**src/hdl/psdc_pkg.sv**
```systemverilog
`default_nettype none

package psdc_pkg;

    localparam int MAC_W      = 48;
    localparam int LEN_W      = 6;
    localparam int SSID_BYTES = 32;
    localparam int SSID_W     = 8 * SSID_BYTES;
    localparam int SLOT_W     = 4;
    // wide enough for any supported table depth (up to 64 slots)
    localparam int SLOT_IDX_W = 6;

    localparam int S_TDATA_W  = 312;
    localparam int M_TDATA_W  = 8;

    typedef enum logic [1:0] {
        OUT_REPEAT = 2'd0,
        OUT_UPDATE = 2'd1,
        OUT_INSERT = 2'd2
    } outcome_t;

    typedef enum logic [1:0] {
        ST_IDLE,
        ST_SCAN,
        ST_WRITE
    } state_t;

    // lookup key broadcast to every cell
    typedef struct packed {
        logic [SSID_W-1:0]     ssid;
        logic [SSID_BYTES-1:0] byte_en;
        logic [LEN_W-1:0]      len;
        logic [MAC_W-1:0]      src;
    } query_t;

    // scan token handed from cell to cell
    typedef struct packed {
        logic                  act;
        logic                  hit;
        logic                  same;
        logic [SLOT_IDX_W-1:0] idx;
    } tok_t;

    // write-back command broadcast to every cell
    typedef struct packed {
        logic                  en;
        logic                  insert;
        logic [SLOT_IDX_W-1:0] idx;
    } wr_t;

endpackage

`default_nettype wire

```
**src/hdl/psdc_cell.sv**
```systemverilog
`default_nettype none

module psdc_cell #(
    parameter int CELL_IDX = 0
) (
    input  wire              aclk,
    input  wire              aresetn,
    input  psdc_pkg::query_t query,
    input  psdc_pkg::tok_t   tok_in,
    output psdc_pkg::tok_t   tok_out,
    input  psdc_pkg::wr_t    wr
);
    import psdc_pkg::*;

    logic              valid_reg;
    logic [MAC_W-1:0]  src_reg;
    logic [LEN_W-1:0]  len_reg;
    logic [SSID_W-1:0] ssid_reg;
    tok_t              tok_reg;
    tok_t              tok_next;

    logic src_match;
    logic ssid_same;
    logic wr_here;

    assign src_match = valid_reg && (src_reg == query.src);
    assign wr_here   = wr.en && (wr.idx == SLOT_IDX_W'(CELL_IDX));

    // only bytes below the length take part
    always_comb begin
        ssid_same = (len_reg == query.len);
        for (int b = 0; b < SSID_BYTES; b++) begin
            if (query.byte_en[b] && (ssid_reg[8*b +: 8] != query.ssid[8*b +: 8])) begin
                ssid_same = 1'b0;
            end
        end
    end

    // first valid source hit claims the token
    always_comb begin
        tok_next = tok_in;
        if (tok_in.act && !tok_in.hit && src_match) begin
            tok_next.hit  = 1'b1;
            tok_next.same = ssid_same;
            tok_next.idx  = SLOT_IDX_W'(CELL_IDX);
        end
    end

    always_ff @(posedge aclk) begin
        if (!aresetn) begin
            tok_reg   <= '0;
            valid_reg <= 1'b0;
        end else begin
            tok_reg <= tok_next;
            if (wr_here && wr.insert) begin
                valid_reg <= 1'b1;
            end
        end
    end

    always_ff @(posedge aclk) begin
        if (wr_here) begin
            len_reg  <= query.len;
            ssid_reg <= query.ssid;
            if (wr.insert) begin
                src_reg <= query.src;
            end
        end
    end

    assign tok_out = tok_reg;

endmodule

`default_nettype wire

```
**config.mk**
```make
export PLATFORM = sky130hd
export DESIGN_NAME = psdc_cell
export DESIGN_NICKNAME = d
export VERILOG_FILES = /design/src/hdl/psdc_pkg.sv /design/src/hdl/psdc_cell.sv
export SDC_FILE = /design/constraint.sdc
export NUM_CORES = 1
export LEC_CHECK = 0
export ABC_AREA = 1
export BUFFER_PORTS_ARGS = -buffer_cell sky130_fd_sc_hd__buf_2
export CAP_MARGIN = 20
export CELL_PAD_IN_SITES_DETAIL_PLACEMENT = 1
export CELL_PAD_IN_SITES_GLOBAL_PLACEMENT = 1
export CORE_ASPECT_RATIO = 1.4
export CORE_MARGIN = 10
export CORE_UTILIZATION = 46
export CTS_BUF_LIST = sky130_fd_sc_hd__clkbuf_8
export DETAILED_ROUTE_END_ITERATION = 10
export HOLD_SLACK_MARGIN = 0.02
export PLACE_DENSITY_LB_ADDON = 0.15
export SYNTH_ARGS = -nofsm -noshare
export SYNTH_HDL_FRONTEND = slang
export SYNTH_SLANG_ARGS = --single-unit
export TNS_END_PERCENT = 1
```
**constraint.sdc**
```tcl
create_clock -name aclk -period 19.65 [get_ports aclk]
set_input_delay 0.9825 -clock aclk [delete_from_list [all_inputs] [get_ports aclk]]
set_output_delay 0.9825 -clock aclk [all_outputs]
set_load 0.01 [all_outputs]
```
==> flow_summary.toml, run 1 <==
[run_status]
status = "completed"

[cts]
clk_pin_slew_ns = 0.06
post_cts_resized = 0
h-tree-depth = 2
cts.sinks = 320
cts_buffers = 50
post_cts_buffers = 0
clock-root-buffer = "clkbuf_8"
clk_latency_ns = 0.58
clk_path_buf_depth = 3
cts_hold_buf = 0
cts_tree = "done"

[global_routing]
gr-total-overflow = 0
grt_use_total = 0.193
grt_pass1_vias = 11300
grt_max_degree = 88
grt_pass1_wl_mm = 58.8
antenna_found_initial = 24

[yosys]
yosysTopAreaCellShare = 0.654
synth_area_um2 = 14200
yosys-top-cells-area = "edfxtp_1, xnor2_1, nand2_1, inv_1, nor2_1"
synth_fp_nets = 1594
synth_top_area_cell = "edfxtp_1"
syn_area_per_cell_um2 = 11.5
yosysUniqueCellTypes = 26
netlist_instances = 1233
yosys_warnings = 0
yosysSeqAreaShare = 0.668
ys_ff_latch = 320

[final_layout]
layout.nets = 2020
fill_cells = 3441
mostFrequentLayoutCells = "nand2_1, buf_2, edfxtp_1, xnor2_1, inv_1"
mostFrequentLayoutCell = "nand2_1"
area_growth_pct = 24.0
drive_gt1_frac = 0.268
final_core_util = 0.577
largest_reg_flops = 256
multi_input_area_um2 = 4210
seqCellArea_um2 = 9510

[sta]
skew_ns = 0.0127
hold_viol_final = 0
post-route-period-util = 0.182
finalSetupViolCount = 0
tns_ns = 0
worst_slew_pin_slew_ns = 0.965
report.final.slew_viol_count = 0
fmax_ghz = 0.279
timing.hold.ws_ns = 0.471
finalCriticalPeriod_ns = 3.58
rsz0062_at_grt = "no"
relSlewSlack = 0.356

[floorplan]
fp.coreArea_um2 = 30600
ioPinCount = 370
rows = 76
die_y_um = 228
start_util = 0.465
dieArea_um2 = 38500
die_x_um = 169

[place]
place.gp.congestion = 0.790
portBuffers = 369
dpl.hpwl_mm = 29.9

[detailed_routing]
drtIter0Drc = 450
detail-route-antenna-nets = 0
finalWirelength_mm = 38.6
vias = 9961
via_per_inst = 4.73
drt-met1-wl_mm = 13.9
dr_wl_met3_mm = 2.61
avgRoutedWirePerCell_um = 18.3
drc = 0
top_layer = "met5"
met2_length_mm = 20.9
first_pass_iters = 4

[setup_path]
path_max_fanout = 73
crit_path_end_kind = "flop"
critPathLaunchType = "primary input"
cp.required_ns = 19.84
crit_arrival_ns = 3.77
critical_path_class = "primary input to flop"

[power_and_ir_drop]
power.density_nw_per_um2 = 80.2
p_leak_nw = 7.32
ir_drop_mv = 0.0614
power_mw = 1.42

[run]
max_cap_violations = 0

[min_path]
hp-class = "flop to flop"
-- report_power, final --
group	internal [mW]	switching (mW)
Sequential	0.753	0.00200
Combinational	0.0534	0.0546
Clock	0.292	0.260
Total	1.10	0.317
-- critical path: stages --
cell and delay [ns]:
buf_2 0.10, nor4_1 0.37, and2_4 0.65, buf_4 0.71
buf_4 0.85
-- logic make-up after synthesis --
group / count (synthesis) / synth area share
and+or+nand+nor: 523 / 0.144
AOI/OAI and AO/OA: 16 / 0.00721
xor gates and xnor gates: 234 / 0.144
DFF: 320 / 0.668
buffers and inverters: 140 / 0.0369
-- metal layers --
layer | vias up | GRT usage
li1 | 4848 | -
met3 | 70 | 0.0600
met2 | 284 | 0.352
met1 | 4745 | 0.196
met4 | 14 | 0.0859
met5 | - | 0
-- synth_stat cells, drive strengths merged --
cell and count:
a21boi 1, a21oi 1, a22o 1, and2 1, and3 1, dfxtp 10, edfxtp 310, inv 140
nand2 377, nand3 7, nand4 11, nor2 115, nor3 2, nor4 1, o2111ai 1, o21a 2
o21ai 6, o22ai 3, o2bb2ai 1, or2 8, xnor2 222, xor2 12
-- final cells by class --
type	instances	area share
clock inverter	36	0.0128
clock buffer	54	0.0421
tap	390	0.0276
sequential	320	0.538
antenna	18	0.00255
timing repair buffer	374	0.109
multi-input combinational	773	0.238
inverter	140	0.0298
-- per-stage QoR --
stage               area [um^2]  setup WS, ns  std cells
global route              17700         15.86       2102
CTS                       17600         16.13       2085
global placement          16600         15.61       1995
finish                    17700         16.07       2105
floorplan                 14200         11.77       1233
detailed placement        16600         15.50       1995
-- final timing paths --
check / startpoint / to / slack [ns] / cells past startpoint
setup reg to reg: ssid_reg[120]$_DFFE_PP_ / tok_out[6]$_SDFF_PN0_ / 17.87 / 11
setup / recovery: wr[5] / ssid_reg[238]$_DFFE_PP_ / 16.07 / 5
hold reg to reg: valid_reg$_SDFFE_PN0P_ / valid_reg$_SDFFE_PN0P_ / 0.47 / 1
hold / removal: valid_reg$_SDFFE_PN0P_ / valid_reg$_SDFFE_PN0P_ / 0.47 / 1
Power figures use the tool's default switching activity.
==> inputs of run 2 (changes only) <==
--- a/config.mk
+++ b/config.mk
@@ -12,7 +12,7 @@
 export CELL_PAD_IN_SITES_GLOBAL_PLACEMENT = 1
 export CORE_ASPECT_RATIO = 1.4
 export CORE_MARGIN = 10
-export CORE_UTILIZATION = 46
+export CORE_UTILIZATION = 43
 export CTS_BUF_LIST = sky130_fd_sc_hd__clkbuf_8
 export DETAILED_ROUTE_END_ITERATION = 10
 export HOLD_SLACK_MARGIN = 0.02
==> constraint.sdc (replaced) <==
create_clock -name aclk -period 3.35 [get_ports aclk]
set_input_delay 0.1675 -clock aclk [delete_from_list [all_inputs] [get_ports aclk]]
set_output_delay 0.1675 -clock aclk [all_outputs]
set_load 0.01 [all_outputs]
==> run 2 against run 1 <==
  * Global-route usage is 7.3 points higher
  * Worst setup slack worse by 16 ns
  * Clock skew is 0.0039 ns higher
  * Sequential cell count stayed put
  * Critical path depth is 9 higher
  * Via count is 21% higher
  * Clock power grew to 6.0 times the previous value
  * Critical path type is now flop to flop
  * Critical endpoint is now tok_out[6]$_SDFF_PN0_
  * Largest cell class unchanged
==> flow_summary.toml, run 2 (same netlist as run 1, synthesis figures left out) <==
[sta]
worst_slew_pin_slew_ns = 0.715
finalSetupViolCount = 0
relSlewSlack = 0.523
post-route-period-util = 0.840
tns_ns = 0
report.final.slew_viol_count = 0
finalCriticalPeriod_ns = 2.81
skew_ns = 0.0166
fmax_ghz = 0.355
hold_viol_final = 0
rsz0062_at_grt = "no"
timing.hold.ws_ns = 0.179
fin_ws_ns = 0.536

[cts]
clk_pin_slew_ns = 0.07
post_cts_buffers = 0
clk_latency_ns = 0.58
cts_buffers = 51
h-tree-depth = 2
clock-root-buffer = "clkbuf_8"
cts_hold_buf = 330
cts.sinks = 320
clk_path_buf_depth = 3
post_cts_resized = 0
cts_tree = "done"

[global_routing]
grt_pass1_vias = 14300
grt_max_degree = 130
grt_use_total = 0.266
grt_pass1_wl_mm = 83.6
antenna_found_initial = 24
gr-total-overflow = 0

[setup_path]
crit_path_end_kind = "flop"
critPathLaunchType = "flop"
path_max_fanout = 3
cp.required_ns = 3.82
critical_path_class = "flop to flop"
crit_arrival_ns = 3.29

[final_layout]
mostFrequentLayoutCell = "nand2_1"
drive_gt1_frac = 0.224
largest_reg_flops = 256
layout.nets = 2350
fill_cells = 3503
mostFrequentLayoutCells = "nand2_1, buf_2, dlygate4sd3_1, edfxtp_1, xnor2_1"
area_growth_pct = 47.6

[place]
dp_slack_ns = 1.27
place.gp.congestion = 0.777
portBuffers = 369
dpl.hpwl_mm = 29.6

[detailed_routing]
detail-route-antenna-nets = 0
vias = 12100
finalWirelength_mm = 56.2
drc = 0
via_per_inst = 4.85
drtIter0Drc = 588
first_pass_iters = 4
avgRoutedWirePerCell_um = 22.6

[floorplan]
start_util = 0.437
die_x_um = 174
ioPinCount = 370
dieArea_um2 = 40900
die_y_um = 235
fp.coreArea_um2 = 32600
rows = 78

[power_and_ir_drop]
power.density_nw_per_um2 = 418
power_mw = 8.79
p_leak_nw = 8.69
ir_drop_mv = 0.500

[run]
max_cap_violations = 0

[min_path]
hp-class = "primary input to flop"

[run_status]
status = "completed"
==> run 2: cell count changes in the layout (fill, tap and decap cells not counted) <==
cell           previous run  this run
diode_2                  18        24
buf_16                    1         0
inv_1                   153       154
bufinv_16                 3         2
clkinv_1                 11        13
dlygate4sd3_1             0       330
buf_4                     3         2
clkinvlp_4                0         1
buf_12                    1         2
==> run 2: critical path, cell delays in order, from the launching register on <==
cell           delay, ns
edfxtp_1            0.46
inv_1               0.09
nand2_1             0.07
nand2_1             0.07
nand2_1             0.07
nor2_1              0.12
nand2_1             0.09
nor2_1              0.13
nand2_1             0.10
nor2_2              0.18
inv_1               0.09
nand3_1             0.07
dlygate4sd3_1       0.55
nand2_1             0.05
dlygate4sd3_1       0.55
==> run 2: metrics by stage <==
step / cells / area [um^2] / util
floorplan: 1233 / 14200 / -
global placement: 2046 / 16700 / 0.512
detailed placement: 2046 / 16700 / 0.512
CTS: 2469 / 21000 / 0.643
global route: 2492 / 21000 / 0.645
finish: 2493 / 21000 / 0.645
==> run 2: cell type report <==
cell class | count | area [um^2] | area share
clock inverters | 39 | 214 | 0.0102
clock buffers | 54 | 743 | 0.0354
well taps | 440 | 551 | 0.0262
repair buffers | 703 | 5200 | 0.248
multi-input cells | 773 | 4210 | 0.200
flip-flops and latches | 320 | 9510 | 0.453
inverters | 140 | 526 | 0.0250
diodes | 24 | 60.1 | 0.00286
==> run 2: metal layers <==
layer | wire [um] | vias to the layer above | track usage
li1 | - | 5525 | -
met1 | 18700 | 5886 | 0.247
met5 | 26 | - | 0
met2 | 31200 | 497 | 0.512
met4 | 3300 | 4 | 0.155
met3 | 2960 | 183 | 0.0609
==> run 2: worst paths after layout <==
| path | slack, ns | from | to | cells after the start |
|---|---|---|---|---|
| worst max register to register | 0.54 | src_reg[4]$_DFFE_PP_ | tok_out[6]$_SDFF_PN0_ | 14 |
| worst min register to register | 0.53 | valid_reg$_SDFFE_PN0P_ | valid_reg$_SDFFE_PN0P_ | 1 |
| worst min-delay path | 0.18 | wr[1] | ssid_reg[86]$_DFFE_PP_ | 3 |
| worst max-delay path | 0.54 | src_reg[4]$_DFFE_PP_ | tok_out[6]$_SDFF_PN0_ | 14 |
==> run 2: power by group <==
group	internal [mW]	leakage (nW)	switching, mW
registers	4.42	2.87	0.0149
clock network	1.65	0.547	1.68
logic	0.567	5.27	0.462
==> inputs of run 3 (changes only) <==
==> constraint.sdc (replaced) <==
create_clock -name aclk -period 2.8 [get_ports aclk]
set_input_delay 0.14 -clock aclk [delete_from_list [all_inputs] [get_ports aclk]]
set_output_delay 0.14 -clock aclk [all_outputs]
set_load 0.01 [all_outputs]
==> run 3 against run 2 <==
  * Sequential power increased by 20%
  * Non-clock buffer count increased by 7
  * Sequential cell count did not move
  * Maximum frequency up 15%
  * Largest cell class unchanged
  * Global-route usage decreased by 0.76 points
  * Combinational power is 18% higher
  * Cell count is 0.52% lower
==> flow_summary.toml, run 3 (same netlist as run 1, synthesis figures left out) <==
[min_path]
hp-class = "primary input to flop"
hold_end = "ssid_reg[184]$_DFFE_PP_"
hp-start = "wr[1]"
whs_path_depth = 3

[cts]
h-tree-depth = 2
cts.sinks = 320
cts_buffers = 49
clock-root-buffer = "clkbuf_8"
clk_latency_ns = 0.59
clk_pin_slew_ns = 0.09
clk_path_buf_depth = 3
cts_tree = "done"

[global_routing]
antenna_found_initial = 16
grt_max_degree = 80
grt_pass1_vias = 13900
grt_pass1_wl_mm = 81.6
gr-total-overflow = 0
grt_use_total = 0.258

[final_layout]
fin_area_um2 = 21000
seqCellArea_um2 = 9510
mostFrequentLayoutCells = "nand2_1, buf_2, dlygate4sd3_1, edfxtp_1, xnor2_1"
final_cells = 2480
largest_reg_flops = 256
mostFrequentLayoutCell = "nand2_1"
fill_cells = 3583
area_growth_pct = 47.2
drive_gt1_frac = 0.226
final_core_util = 0.643
layout.nets = 2355
multi_input_area_um2 = 4230

[sta]
timing.hold.ws_ns = 0.0611
hold_viol_final = 0
relSlewSlack = 0.569
post-route-period-util = 0.873
skew_ns = 0.0211
finalSetupViolCount = 0
report.final.slew_viol_count = 0
rsz0062_at_grt = "no"
fin_ws_ns = 0.355
finalCriticalPeriod_ns = 2.44
fmax_ghz = 0.409
worst_slew_pin_slew_ns = 0.646
tns_ns = 0

[power_and_ir_drop]
p_sw_mw = 2.50
power_mw = 10.1
combPwrFrac = 0.121
p_seq_frac = 0.525
p_clk_frac = 0.354
power.density_nw_per_um2 = 482
swShare = 0.247
p_int_mw = 7.60
p_leak_nw = 8.68
ir_drop_mv = 0.378

[setup_path]
cp.required_ns = 3.34
path_max_fanout = 3
crit_arrival_ns = 2.98
critical_path_class = "flop to flop"
rr_worst_depth = 15
worstReg2RegStart = "src_reg[4]$_DFFE_PP_"
critPathLaunchType = "flop"
reg2reg_to = "tok_out[6]$_SDFF_PN0_"
crit_path_end_kind = "flop"
reg2reg_slack_ns = 0.36

[floorplan]
start_util = 0.437
fp.coreArea_um2 = 32600
ioPinCount = 370
die_y_um = 235
rows = 78
die_x_um = 174
dieArea_um2 = 40900

[place]
portBuffers = 369
dpl.hpwl_mm = 30.2
place.gp.congestion = 0.812
placedCellCount = 2051
postPlaceCellArea_um2 = 16800
dp_slack_ns = 0.987

[run_status]
status = "completed"

[run]
max_cap_violations = 0

[detailed_routing]
drc = 0
avgRoutedWirePerCell_um = 21.9
finalWirelength_mm = 54.3
detail-route-antenna-nets = 0
via_per_inst = 4.78
drtIter0Drc = 592
vias = 11900
first_pass_iters = 5
==> run 3: cell count changes in the layout (fill, tap and decap cells not counted), moves of 3 or more <==
cell	change
nor2_2	+3
buf_4	+5
buf_12	+3
diode_2	-6
nor2_1	-4
clkbuf_8	-4
clkinv_1	-6
clkinv_2	-6
inv_1	+4
==> run 3: how the worst max path moves through the flow <==
stage	startpoint	to	slack [ns]	cells past startpoint
global placement	wr[5]	ssid_reg[14]$_DFFE_PP_	1.03	5
CTS	src_reg[22]$_DFFE_PP_	tok_out[6]$_SDFF_PN0_	0.10	14
finish	src_reg[4]$_DFFE_PP_	tok_out[6]$_SDFF_PN0_	0.36	15
detailed placement	wr[5]	ssid_reg[15]$_DFFE_PP_	0.99	5
global route	src_reg[36]$_DFFE_PP_	tok_out[6]$_SDFF_PN0_	0.21	15
floorplan	wr[5]	len_reg[0]$_DFFE_PP_	0.03	2
==> run 3: layout make-up <==
| type | count | area share |
|---|---|---|
| flip-flops and latches | 320 | 0.454 |
| well taps | 440 | 0.0263 |
| inverters | 140 | 0.0251 |
| clock buffers | 50 | 0.0328 |
| clock inverters | 29 | 0.00537 |
| repair buffers | 710 | 0.253 |
| multi-input cells | 773 | 0.202 |
| diodes | 18 | 0.00215 |
==> run 3: metal layers <==
metal | GRT usage | wire length [um] | vias up | part of all wire
met5 | 0 | 0 | - | 0
met4 | 0.128 | 2490 | 0 | 0.046
met3 | 0.0555 | 2790 | 145 | 0.051
met2 | 0.499 | 30500 | 442 | 0.56
met1 | 0.250 | 18500 | 5760 | 0.34
li1 | - | - | 5512 | -
==> run 3: timing repair <==
action | CTS | global route
setup endpoints to repair | 0 | 1
hold buffers | 330 | 0
endpoints found under the hold margin | 320 | 0
gates resized for setup | 0 | 9
setup buffers | 0 | 3
==> run 3: power by group through the flow <==
stage               Combinational (mW)  Clock, mW  Sequential, mW
floorplan                        0.307          0            5.40
global placement                 0.723          0            5.40
detailed placement               0.756          0            5.40
CTS                               1.14       3.50            5.30
global route                      1.31       3.84            5.30
finish                            1.22       3.57            5.30
==> run 3: worst max-delay path: stages, from the launching register on <==
cell and delay (ns):
edfxtp_1 0.48, inv_1 0.12, nand2_1 0.07, nand2_1 0.07
nand2_1 0.07, nor2_1 0.10, nand2_1 0.07, nor2_2 0.14
nand2_2 0.08, nor2_4 0.16, buf_4 0.13, nand2_1 0.04
nor2_1 0.13, nand3_1 0.09, nand2_1 0.07, dlygate4sd3_1 0.54
